--- src/rtl/cbm_pkg.sv ---
package cbm_pkg;

    // Fixed field widths
    localparam int unsigned ADDR_W     = 16;
    localparam int unsigned BYTE_W     = 8;
    localparam int unsigned PHYS_W     = 23;
    localparam int unsigned ROM_BANK_W = 9;
    localparam int unsigned RAM_BANK_W = 8;
    localparam int unsigned SEL_W      = 4;
    localparam int unsigned KIND_W     = 3;
    localparam int unsigned CFG_IDX_W  = 3;
    localparam int unsigned CFG_DATA_W = 9;

    // Clock register file
    localparam int unsigned CLOCK_REGS  = 5;
    localparam int unsigned CLK_IDX_W   = $clog2(CLOCK_REGS);

    // Mapper kinds
    localparam logic [KIND_W-1:0] KIND_NONE  = 3'd0;
    localparam logic [KIND_W-1:0] KIND_ONE   = 3'd1;
    localparam logic [KIND_W-1:0] KIND_TWO   = 3'd2;
    localparam logic [KIND_W-1:0] KIND_THREE = 3'd3;
    localparam logic [KIND_W-1:0] KIND_FIVE  = 3'd4;

    // Configuration register indexes
    localparam logic [CFG_IDX_W-1:0] CFG_MAPPER_KIND   = 3'd0;
    localparam logic [CFG_IDX_W-1:0] CFG_HAS_CLOCK     = 3'd1;
    localparam logic [CFG_IDX_W-1:0] CFG_HAS_MOTOR     = 3'd2;
    localparam logic [CFG_IDX_W-1:0] CFG_MOTOR_ALLOWED = 3'd3;
    localparam logic [CFG_IDX_W-1:0] CFG_ROM_BANK_MASK = 3'd4;
    localparam logic [CFG_IDX_W-1:0] CFG_RAM_BANK_MASK = 3'd5;
    localparam logic [CFG_IDX_W-1:0] CFG_BIG_ROM       = 3'd6;

    // Address map regions, by bus_address[15:13]
    localparam logic [2:0] REG_RAM_EN   = 3'd0;
    localparam logic [2:0] REG_ROM_BANK = 3'd1;
    localparam logic [2:0] REG_RAM_BANK = 3'd2;
    localparam logic [2:0] REG_MODE     = 3'd3;
    localparam logic [2:0] REG_EXT_RAM  = 3'd5;

    localparam logic [3:0] RAM_EN_KEY   = 4'hA;
    localparam logic [ADDR_W-1:0] KIND_TWO_BANK_ADDR = 16'h2100;

    // Result kinds
    typedef enum logic [2:0] {
        TGT_NONE      = 3'd0,
        TGT_ROM_RD    = 3'd1,
        TGT_RAM_RD    = 3'd2,
        TGT_RAM_WR    = 3'd3,
        TGT_CLK_RD    = 3'd4,
        TGT_CLK_WR    = 3'd5,
        TGT_DISABLED  = 3'd6,
        TGT_CTRL_WR   = 3'd7
    } target_t;

    // Clock register select codes
    localparam logic [CLK_IDX_W-1:0] SEL_SEC  = 3'd0;
    localparam logic [CLK_IDX_W-1:0] SEL_MIN  = 3'd1;
    localparam logic [CLK_IDX_W-1:0] SEL_HOUR = 3'd2;

    // byte mod 60: quotient by reciprocal 274/2^14, exact for 0..255
    function automatic logic [BYTE_W-1:0] mod60(input logic [BYTE_W-1:0] v);
        logic [16:0] prod;
        logic [2:0]  q;
        logic [8:0]  qm;
        prod = 17'(v) * 17'd274;
        q    = prod[16:14];
        qm   = 9'(q) * 9'd60;
        return BYTE_W'(9'(v) - qm);
    endfunction

    // byte mod 24: quotient by reciprocal 171/2^12, exact for 0..255
    function automatic logic [BYTE_W-1:0] mod24(input logic [BYTE_W-1:0] v);
        logic [15:0] prod;
        logic [3:0]  q;
        logic [8:0]  qm;
        prod = 16'(v) * 16'd171;
        q    = prod[15:12];
        qm   = 9'(q) * 9'd24;
        return BYTE_W'(9'(v) - qm);
    endfunction

endpackage

--- src/rtl/cartridge_bank_mapper.sv ---
// Cartridge bank mapper: decodes one processor bus access per transfer.
// Channels: input (in_valid/in_ready, func, bus_address, write_byte),
// result (out_valid/out_ready, target, phys_address, read_byte, motor_on)
// and a configuration write channel (cfg_valid/cfg_ready, cfg_index,
// cfg_data) that is always ready and must only be used while idle.
// Each access is captured in an input register; once the output register
// is free or being emptied, the bank state is read and updated and the
// result is loaded into the output register. Throughput is one access per
// cycle while the receiver does not stall, set by the single decode stage.
// When the receiver stalls, the output register holds its result and the
// input register holds the next access; in_ready drops only when both are
// full. Reset empties both stages, loads the default configuration
// (mask on ROM bank all ones, everything else zero) and the bank state
// (ROM bank one, RAM disabled, clock registers zero, motor off).
module cartridge_bank_mapper
(
    input  logic                               clk,
    input  logic                               rst_n,
    input  logic                               in_valid,
    output logic                               in_ready,
    input  logic                               func,
    input  logic [cbm_pkg::ADDR_W-1:0]         bus_address,
    input  logic [cbm_pkg::BYTE_W-1:0]         write_byte,
    output logic                               out_valid,
    input  logic                               out_ready,
    output logic [2:0]                         target,
    output logic [cbm_pkg::PHYS_W-1:0]         phys_address,
    output logic [cbm_pkg::BYTE_W-1:0]         read_byte,
    output logic                               motor_on,
    input  logic                               cfg_valid,
    output logic                               cfg_ready,
    input  logic [cbm_pkg::CFG_IDX_W-1:0]      cfg_index,
    input  logic [cbm_pkg::CFG_DATA_W-1:0]     cfg_data
);
    import cbm_pkg::*;

    // Configuration registers
    logic [KIND_W-1:0]     mapper_kind_reg;
    logic                  has_clock_reg;
    logic                  has_motor_reg;
    logic                  motor_allowed_reg;
    logic [ROM_BANK_W-1:0] rom_bank_mask_reg;
    logic [RAM_BANK_W-1:0] ram_bank_mask_reg;
    logic                  big_rom_reg;

    // Input stage
    logic                  s1_valid_reg;
    logic                  s1_func_reg;
    logic [ADDR_W-1:0]     s1_addr_reg;
    logic [BYTE_W-1:0]     s1_byte_reg;

    // Output stage
    logic                  out_valid_reg;
    target_t               target_reg;
    logic [PHYS_W-1:0]     phys_reg;
    logic [BYTE_W-1:0]     read_byte_reg;
    logic                  motor_out_reg;

    // Bank state
    logic                  ram_enabled_reg, ram_enabled_next;
    logic [ROM_BANK_W-1:0] rom_bank_reg, rom_bank_next;
    logic [RAM_BANK_W-1:0] ram_bank_reg, ram_bank_next;
    logic                  wide_mode_reg, wide_mode_next;
    logic [BYTE_W-1:0]     low_half_reg, low_half_next;
    logic                  high_bit_reg, high_bit_next;
    logic [SEL_W-1:0]      clock_sel_reg, clock_sel_next;
    logic                  latch_last_reg, latch_last_next;
    logic                  motor_flag_reg, motor_flag_next;
    logic [BYTE_W-1:0]     clock_regs_reg [CLOCK_REGS];
    logic [BYTE_W-1:0]     clock_held_reg [CLOCK_REGS];

    // Combinational result and side effects
    target_t               target_next;
    logic [PHYS_W-1:0]     phys_next;
    logic [BYTE_W-1:0]     read_byte_next;
    logic                  clk_wr_en;
    logic [BYTE_W-1:0]     clk_wr_data;
    logic                  latch_en;

    logic                  advance;
    logic [2:0]            region;
    logic [CLK_IDX_W-1:0]  sel;
    logic                  sel_ok;
    logic                  clock_mapped;
    logic [ROM_BANK_W-1:0] five_bank;

    assign advance   = s1_valid_reg && (!out_valid_reg || out_ready);
    assign in_ready  = !s1_valid_reg || advance;
    assign cfg_ready = 1'b1;

    assign region       = s1_addr_reg[15:13];
    assign sel          = clock_sel_reg[CLK_IDX_W-1:0];
    assign sel_ok       = 32'(sel) < CLOCK_REGS;
    assign clock_mapped = has_clock_reg && clock_sel_reg[3];

    // Configuration writes
    always_ff @(posedge clk or negedge rst_n)
    begin
        if (!rst_n)
        begin
            mapper_kind_reg   <= KIND_NONE;
            has_clock_reg     <= 1'b0;
            has_motor_reg     <= 1'b0;
            motor_allowed_reg <= 1'b0;
            rom_bank_mask_reg <= '1;
            ram_bank_mask_reg <= '0;
            big_rom_reg       <= 1'b0;
        end
        else if (cfg_valid)
        begin
            case (cfg_index)
                CFG_MAPPER_KIND:   mapper_kind_reg   <= cfg_data[KIND_W-1:0];
                CFG_HAS_CLOCK:     has_clock_reg     <= cfg_data[0];
                CFG_HAS_MOTOR:     has_motor_reg     <= cfg_data[0];
                CFG_MOTOR_ALLOWED: motor_allowed_reg <= cfg_data[0];
                CFG_ROM_BANK_MASK: rom_bank_mask_reg <= cfg_data[ROM_BANK_W-1:0];
                CFG_RAM_BANK_MASK: ram_bank_mask_reg <= cfg_data[RAM_BANK_W-1:0];
                CFG_BIG_ROM:       big_rom_reg       <= cfg_data[0];
                default:           ;
            endcase
        end
    end

    // Input register
    always_ff @(posedge clk or negedge rst_n)
    begin
        if (!rst_n)
        begin
            s1_valid_reg <= 1'b0;
        end
        else if (in_ready)
        begin
            s1_valid_reg <= in_valid;
        end
    end

    always_ff @(posedge clk)
    begin
        if (in_ready && in_valid)
        begin
            s1_func_reg <= func;
            s1_addr_reg <= bus_address;
            s1_byte_reg <= write_byte;
        end
    end

    // Access decode and bank state update
    always_comb
    begin
        ram_enabled_next = ram_enabled_reg;
        rom_bank_next    = rom_bank_reg;
        ram_bank_next    = ram_bank_reg;
        wide_mode_next   = wide_mode_reg;
        low_half_next    = low_half_reg;
        high_bit_next    = high_bit_reg;
        clock_sel_next   = clock_sel_reg;
        latch_last_next  = latch_last_reg;
        motor_flag_next  = motor_flag_reg;
        target_next      = TGT_NONE;
        phys_next        = '0;
        read_byte_next   = '0;
        clk_wr_en        = 1'b0;
        clk_wr_data      = '0;
        latch_en         = 1'b0;
        five_bank        = '0;

        if (!s1_func_reg)
        begin
            // Reads
            if (!s1_addr_reg[15])
            begin
                target_next = TGT_ROM_RD;
                if (!s1_addr_reg[14])
                    phys_next = PHYS_W'(s1_addr_reg);
                else
                    phys_next = {rom_bank_reg, s1_addr_reg[13:0]};
            end
            else if (region == REG_EXT_RAM)
            begin
                if (!ram_enabled_reg)
                begin
                    target_next    = TGT_DISABLED;
                    read_byte_next = '1;
                end
                else if (clock_mapped)
                begin
                    target_next    = TGT_CLK_RD;
                    read_byte_next = sel_ok ? clock_held_reg[sel] : '1;
                end
                else
                begin
                    target_next = TGT_RAM_RD;
                    phys_next   = PHYS_W'({ram_bank_reg, s1_addr_reg[12:0]});
                end
            end
        end
        else
        begin
            // Writes
            case (region)
                REG_RAM_EN:
                begin
                    target_next      = TGT_CTRL_WR;
                    ram_enabled_next = (s1_byte_reg[3:0] == RAM_EN_KEY);
                end
                REG_ROM_BANK:
                begin
                    target_next = TGT_CTRL_WR;
                    if (mapper_kind_reg == KIND_ONE || mapper_kind_reg == KIND_THREE ||
                        (mapper_kind_reg == KIND_TWO &&
                         s1_addr_reg == KIND_TWO_BANK_ADDR))
                    begin
                        rom_bank_next = (s1_byte_reg == '0) ? ROM_BANK_W'(1)
                                                            : ROM_BANK_W'(s1_byte_reg);
                    end
                    else if (mapper_kind_reg == KIND_FIVE)
                    begin
                        if (!s1_addr_reg[12])
                            low_half_next = s1_byte_reg;
                        else if (big_rom_reg)
                            high_bit_next = s1_byte_reg[0];
                        five_bank     = {high_bit_next, low_half_next};
                        rom_bank_next = five_bank & rom_bank_mask_reg;
                    end
                end
                REG_RAM_BANK:
                begin
                    target_next = TGT_CTRL_WR;
                    if (mapper_kind_reg == KIND_ONE)
                    begin
                        if (wide_mode_reg)
                            ram_bank_next = s1_byte_reg & ram_bank_mask_reg;
                    end
                    else
                    begin
                        ram_bank_next = s1_byte_reg & ram_bank_mask_reg;
                        if (has_motor_reg && motor_allowed_reg && s1_byte_reg[3])
                            motor_flag_next = 1'b1;
                        if (has_clock_reg)
                            clock_sel_next = s1_byte_reg[SEL_W-1:0];
                    end
                end
                REG_MODE:
                begin
                    target_next = TGT_CTRL_WR;
                    if (mapper_kind_reg == KIND_ONE)
                    begin
                        if (s1_byte_reg == 8'd0)
                            wide_mode_next = 1'b0;
                        else if (s1_byte_reg == 8'd1)
                            wide_mode_next = 1'b1;
                    end
                    else if (has_clock_reg)
                    begin
                        latch_en        = !latch_last_reg && (s1_byte_reg != '0);
                        latch_last_next = (s1_byte_reg != '0);
                    end
                end
                REG_EXT_RAM:
                begin
                    if (!ram_enabled_reg)
                    begin
                        target_next    = TGT_DISABLED;
                        read_byte_next = '1;
                    end
                    else if (clock_mapped)
                    begin
                        target_next = TGT_CLK_WR;
                        clk_wr_en   = sel_ok;
                        case (sel)
                            SEL_SEC, SEL_MIN: clk_wr_data = mod60(s1_byte_reg);
                            SEL_HOUR:         clk_wr_data = mod24(s1_byte_reg);
                            default:          clk_wr_data = s1_byte_reg;
                        endcase
                    end
                    else
                    begin
                        target_next = TGT_RAM_WR;
                        phys_next   = PHYS_W'({ram_bank_reg, s1_addr_reg[12:0]});
                    end
                end
                default: ;
            endcase
        end
    end

    // Bank state registers
    always_ff @(posedge clk or negedge rst_n)
    begin
        if (!rst_n)
        begin
            ram_enabled_reg <= 1'b0;
            rom_bank_reg    <= ROM_BANK_W'(1);
            ram_bank_reg    <= '0;
            wide_mode_reg   <= 1'b0;
            low_half_reg    <= '0;
            high_bit_reg    <= 1'b0;
            clock_sel_reg   <= '0;
            latch_last_reg  <= 1'b0;
            motor_flag_reg  <= 1'b0;
        end
        else if (advance)
        begin
            ram_enabled_reg <= ram_enabled_next;
            rom_bank_reg    <= rom_bank_next;
            ram_bank_reg    <= ram_bank_next;
            wide_mode_reg   <= wide_mode_next;
            low_half_reg    <= low_half_next;
            high_bit_reg    <= high_bit_next;
            clock_sel_reg   <= clock_sel_next;
            latch_last_reg  <= latch_last_next;
            motor_flag_reg  <= motor_flag_next;
        end
    end

    // Clock registers and latched copy
    always_ff @(posedge clk or negedge rst_n)
    begin
        if (!rst_n)
        begin
            for (int i = 0; i < CLOCK_REGS; i++)
            begin
                clock_regs_reg[i] <= '0;
                clock_held_reg[i] <= '0;
            end
        end
        else if (advance)
        begin
            for (int i = 0; i < CLOCK_REGS; i++)
            begin
                if (clk_wr_en && sel == CLK_IDX_W'(i))
                    clock_regs_reg[i] <= clk_wr_data;
                if (latch_en)
                    clock_held_reg[i] <= clock_regs_reg[i];
            end
        end
    end

    // Output register
    always_ff @(posedge clk or negedge rst_n)
    begin
        if (!rst_n)
        begin
            out_valid_reg <= 1'b0;
        end
        else if (advance)
        begin
            out_valid_reg <= 1'b1;
        end
        else if (out_ready)
        begin
            out_valid_reg <= 1'b0;
        end
    end

    always_ff @(posedge clk)
    begin
        if (advance)
        begin
            target_reg    <= target_next;
            phys_reg      <= phys_next;
            read_byte_reg <= read_byte_next;
            motor_out_reg <= motor_flag_next;
        end
    end

    assign out_valid    = out_valid_reg;
    assign target       = target_reg;
    assign phys_address = phys_reg;
    assign read_byte    = read_byte_reg;
    assign motor_on     = motor_out_reg;

endmodule
--- config.mk ---
export PLATFORM = sky130hd
export DESIGN_NAME = cartridge_bank_mapper
export DESIGN_NICKNAME = d
export VERILOG_FILES = /design/src/rtl/cbm_pkg.sv /design/src/rtl/cartridge_bank_mapper.sv
export SDC_FILE = /design/constraint.sdc
export NUM_CORES = 1
export LEC_CHECK = 0
export BUFFER_PORTS_ARGS = -buffer_cell sky130_fd_sc_hd__clkbuf_2
export CORE_MARGIN = 2
export CORE_UTILIZATION = 40
export CTS_BUF_LIST = sky130_fd_sc_hd__clkbuf_4 sky130_fd_sc_hd__clkbuf_8
export DETAILED_ROUTE_END_ITERATION = 8
export PLACE_DENSITY = 0.63
export SYNTH_ARGS = -nofsm -noshare
export SYNTH_HDL_FRONTEND = slang
export SYNTH_SLANG_ARGS = --single-unit
--- constraint.sdc ---
create_clock -name clk -period 6.85 [get_ports clk]
set_input_delay 0.3425 -clock clk [delete_from_list [all_inputs] [get_ports clk]]
set_output_delay 0.3425 -clock clk [all_outputs]
set_load 0.005 [all_outputs]
After elaboration in Yosys (flattened, before gate mapping). Cells that the tools add are included. W data, S select, Z words.

Add/subtract/negate cells: 2. Multipliers: 4. $lt $le $gt $ge: 2. Equality and inequality tests: 22. Multiplexer cells: 62. Bitwise gates (word level): 5. Reductions and logical operators: 49.

Operator list (number): $mux W8 (22); $mux W23 (5); $mul A8 B8 Y16 const B (2); $reduce_and A2 Y1 (13); $bmux W8 S3 (1); $eq A3 B2 Y1 const B (8); $mux W1 (22); $mux W21 (1); $mux W3 (7); $reduce_and A5 Y1 (4); $eq A3 B3 Y1 const B (6); $mux W9 (2); $eq A16 B14 Y1 const B (1); $pmux W8 S2 (1); $sub A8 B8 Y8 (2); $eq A3 B1 Y1 const B (4); $logic_and A1 B1 Y1 (12); $and A9 B9 Y9 (1); $logic_not A3 Y1 (3); $and A8 B8 Y8 (1); $eq A8 B1 Y1 const B (1); $logic_not A8 Y1 (1); $reduce_and A4 Y1 (2); $reduce_bool A8 Y1 (1); other kinds (15) (23).

Flip-flop bits (word level): 200. Input bits: 42. Output and inout bits: 38.

Depth between registers and ports, before layout.
Depth in word-level cells: 10. Gate-level depth with buffers: 26.

Least setup slack after synthesis. Ideal clock, no wire load.

Path kind: flip-flop to flip-flop. Start: register s1_byte_reg[3]. End: register clock_regs_reg[14] (netlist name). Setup time: 66 ps. Data arrival time: 5979 ps. Slack: 806 ps. Stages on the path, launching flop included: 25. Clock period less this slack: 6044 ps. Path through: edfxtp_1 ha_1 fa_1 fa_1 inv_1 fa_1 inv_1 ha_1 a211oi_2 nand2_1 o311a_1 a31o_4 xor2_1 xor2_1 ha_1 nand2b_1 mux2i_1 a221oi_2 xnor2_1 ha_1 xor2_1 a21boi_0 nor3_1 nor3_1 mux2_2.

Longest elaborated chain between the ends: 8. Elaborated cells on any way between the ends: 11. Those cells by class: add/sub (2); mul (4); mux (5).

Ends and longest elaborated chain: from (decl) (RTL line cartridge_bank_mapper.sv:50) `logic [BYTE_W-1:0] s1_byte_reg;`; from (signal assigned) (RTL line cartridge_bank_mapper.sv:143) `s1_byte_reg <= write_byte;`; $mul A8 B8 Y16, on equally long branches (RTL line cbm_pkg.sv:77, cbm_pkg.sv:66); $mul A4 B2 Y5 / $mul A3 B4 Y6 (equally long branches) (RTL line cbm_pkg.sv:79, cbm_pkg.sv:68); $sub A8 B8 Y8, on equally long branches (RTL line cbm_pkg.sv:80, cbm_pkg.sv:69); $pmux W8 S2 (*) (RTL line cartridge_bank_mapper.sv:270) `case (sel)`; $mux W8 (*) (RTL line cartridge_bank_mapper.sv:266) `else if (clock_mapped)`; $mux W8 (*) (RTL line cartridge_bank_mapper.sv:261) `if (!ram_enabled_reg)`; $mux W8 (*) (RTL line cartridge_bank_mapper.sv:200) `case (region)`; $mux W8 (*) (RTL line cartridge_bank_mapper.sv:167) `if (!s1_func_reg)`; to (signal, indexed assignment) (RTL line cartridge_bank_mapper.sv:332) `clock_regs_reg[i] <= clk_wr_data;`; to (decl) (RTL line cartridge_bank_mapper.sv:69) `logic [BYTE_W-1:0] clock_regs_reg [CLOCK_REGS];`.

Mark *: on every way between the ends. The rest lies on a longest branch, timed or not. A chain may end at the register's enable or synchronous reset.

Final worst setup path.
Start: register s1_byte_reg[1]. End: register clock_regs_reg[38] (netlist name).

The elaborated chain is that of the path after synthesis.

==> metrics.md <==
| Metric | Value |
|---|---|
| Final hold viol count | `0` |
| Root Driver | `clkbuf_8` |
| DR iter-0 viols | `323` |
| Die Ht | `166 um` |
| Critical path type | `reg -> reg` |
| Final setup vio count | `0` |
| Hold WC Path Type | `in -> reg` |
| Final core utilization | `45.4%` |
| M3 GR Usage | `2.62%` |
| Antenna diode count | `0` |
| Initial core utilization | `40.5%` |
| Core footprint | `25900 sq um` |
| Routed Antenna Nets | `0` |
| Most used cell, CP | `ha_1` |
| Tcrit/Tclk final | `93.6%` |
| GRT overflow | `0` |
| Max Root-Sink Buffers | `2` |
| Die width | `166 um` |
| Sequential-to-total area share from yosys stat | `50.7%` |
| Mapped Area | `10500 sq um` |
| Post-synth top area share | `31.0%` |
| Share of layout cells above drive strength 1 | `26.3%` |
| Post-synth EDFFs | `60` |
| Port buffer count | `78` |
| Library cells used by synthesis | `62` |
| Setup Skew | `0.0292 ns` |
| Vias/cell | `5.20` |
| Layout fillers | `2374` |
| Post-synthesis async set-or-reset flop share | `70.0%` |
| Ranking of synthesized cells by area | `dfrtp_1 (31%), edfxtp_1 (17%), ha_1 (11%)` |
| #FFs+latches synth | `200` |
| DRC | `0` |
| Power Dens Cells | `257 nW/um^2` |
| Crit path largest cell delay | `0.52 ns` |
| RSZ-0062 raised after global routing | `no` |
| Kind of cell adding the most delay to the critical path | `adder cells` |
| Non-Filler Instances | `1295` |
| DP HPWL | `15200 um` |
| Nets | `1095` |
| Met1 GRT Util | `23.3%` |
| Placed insts | `1255` |
| Synth Warn # | `0` |
| Crit start category | `register` |
| CP Cell Sequence | `ha_1, fa_1, fa_1, inv_1, fa_1, inv_1, ha_1, a211oi_2, nand2_1, o311a_1, a31o_4, xor2_1, xor2_1, ha_1, nand2b_1, mux2i_1, a221oi_2, xnor2_1, ha_1, xor2_1, a21boi_0, nor3_1, nor3_1, mux2_2` |
| # rows | `59` |
| CTS tree | `built` |
| Fmax | `0.156 GHz` |
| Vias in the first global route | `6795` |
| First-pass GRT wire length | `36200 um` |
| Max_cap viols | `0` |
| Met2 Use GR | `26.3%` |
| Register area | `5320 sq um` |
| Arr. time, crit path | `6.84 ns` |
| CTS Sinks | `200` |
| Syn Inst Count | `857` |
| Largest net degree at the start of global routing | `76` |
| Synth Area per Inst | `12.2 sq um` |
| Final Critical Period | `6.41 ns` |
| Pleak | `5.53 nW` |
| Crit path max-delay cell type | `fa_1` |
| Clock latency on the worst-skew pair | `0.49 ns` |
| Total CTS buffers | `17` |
| Outcome | `finished clean` |
| H-tree levels | `4` |
| Clock transition at path regs | `0.13 ns` |
| Worst Path Required | `7.27 ns` |
| Total power | `3.02 mW` |
| Final WL | `21700 um` |
| Prevailing post-synth register cell | `dfrtp_1` |
| Endpoint type of the worst setup path | `register` |
| Final Worst Setup Slack | `0.438 ns` |
| Setup_tns | `0 ns` |
| Vias after detailed routing | `6732` |
| Initial antenna violation count | `0` |
| Largest fanout on the critical path | `6` |
| Drt wl/cell | `16.8 um` |
| Synth cell count leaders | `dfrtp_1 (130), mux2_2 (92), ha_1 (89), inv_1 (67), nand2_1 (66)` |
| Area grow syn2layout | `12.2%` |
| GRT busiest layer | `met2` |
| Place WS | `0.429 ns` |
| CTS resizes | `0` |
| Worst-Margin Slew | `1.17 ns` |
| Mapped Nets | `1005` |
| Pins over their slew limit | `0` |
| Top-count cell post-synth | `dfrtp_1` |
| DIE AREA | `27500 sq um` |
| Largest area contributor in the netlist | `dfrtp_1` |
| First-pass iteration count of the detailed router | `4` |
| Final RePlAce weighted congestion | `0.801` |
| WP buf/inv | `2` |
| Total Routing Usage GR | `16.4%` |
| Multi-input gate area | `4810 sq um` |
| Worst relative slew slack | `21.5%` |
| Worst vdd rail ir drop | `0.000104 V` |
| Io pins | `80` |
==> layout by cell type (no fill, tap or decap), drive strengths merged, types with 8 or more instances in the layout <==
master	instances
o221ai	10
dfrtp	130
ha	89
mux4	8
fa	17
edfxtp	60
nand2	66
nand2b	15
inv	74
nor3	17
nor2b	18
mux2	92
a21oi	17
nand3	23
a21o	13
clkbuf	94
dfstp	10
xnor2	8
nor2	22
xor2	10
buf	18
o21ai	59
a22o	8
==> where the power goes <==
| part | leakage (nW) | total [mW] | internal, mW | switching, mW |
|---|---|---|---|---|
| registers | 2.45 | 1.43 | 1.34 | 0.0907 |
| clock network | 0.201 | 0.765 | 0.280 | 0.485 |
| logic | 2.88 | 0.827 | 0.377 | 0.450 |
| total | 5.53 | 3.02 | 2.00 | 1.03 |
==> cells by family (layout without fill, tap and decap cells) <==
logic type | count (synthesis) | in the layout | synth area share (%)
AO/OA/AOI/OAI | 138 | 138 | 8.90
XOR/XNOR | 18 | 18 | 1.57
adder cells (fa/ha/maj) | 106 | 106 | 13.9
buffers and inverters | 95 | 198 | 3.51
flip-flops | 200 | 200 | 50.7
multiplexers | 103 | 103 | 11.9
other | 1 | 1 | 0.0357
AND/OR/NAND/NOR | 196 | 196 | 9.56
==> repair_timing <==
item,in CTS,in global routing
endpoints found under the setup margin,0,2
buffers inserted,0,4
hold buffers,3,1
endpoints found under the hold margin,67,1
==> stage by stage <==
stage          cell area, sq um  hold WS [ns]
2_1_floorplan             10500        0.0469
3_3_place_gp              11300         0.382
3_5_place_dp              11300         0.385
4_1_cts                   11700       0.00174
5_1_grt                   11800       0.00251
6_report                  11800        0.0318
==> worst paths after layout <==
kind	cells after the start	slack [ns]	startpoint	to
max in group asynchronous	3	5.03	rst_n	ram_bank_reg[7]$_DFFE_PN0P_
hold / removal	1	0.03	write_byte[1]	s1_byte_reg[1]$_DFFE_PP_
hold reg to reg	2	0.48	clock_regs_reg[35]$_DFFE_PN0P_	clock_regs_reg[35]$_DFFE_PN0P_
setup / recovery	24	0.44	s1_byte_reg[1]$_DFFE_PP_	clock_regs_reg[38]$_DFFE_PN0P_
setup reg to reg	24	0.44	s1_byte_reg[1]$_DFFE_PP_	clock_regs_reg[38]$_DFFE_PN0P_
min in group asynchronous	2	0.39	rst_n	clock_regs_reg[29]$_DFFE_PN0P_
==> routing by layer <==
layer	vias to the layer above	wire length, um
met5	-	0
met4	0	272
met3	19	742
met2	123	10200
met1	3352	10500
li1	3238	-
==> area by class of cell <==
class / count / area share (%)
clock buffer: 17 / 1.99
multi-input combinational: 562 / 40.9
clock inverter: 15 / 1.49
sequential: 200 / 45.2
tap: 335 / 3.56
timing repair buffer: 99 / 4.79
inverter: 67 / 2.14
(Power assumes the default switching activity.)
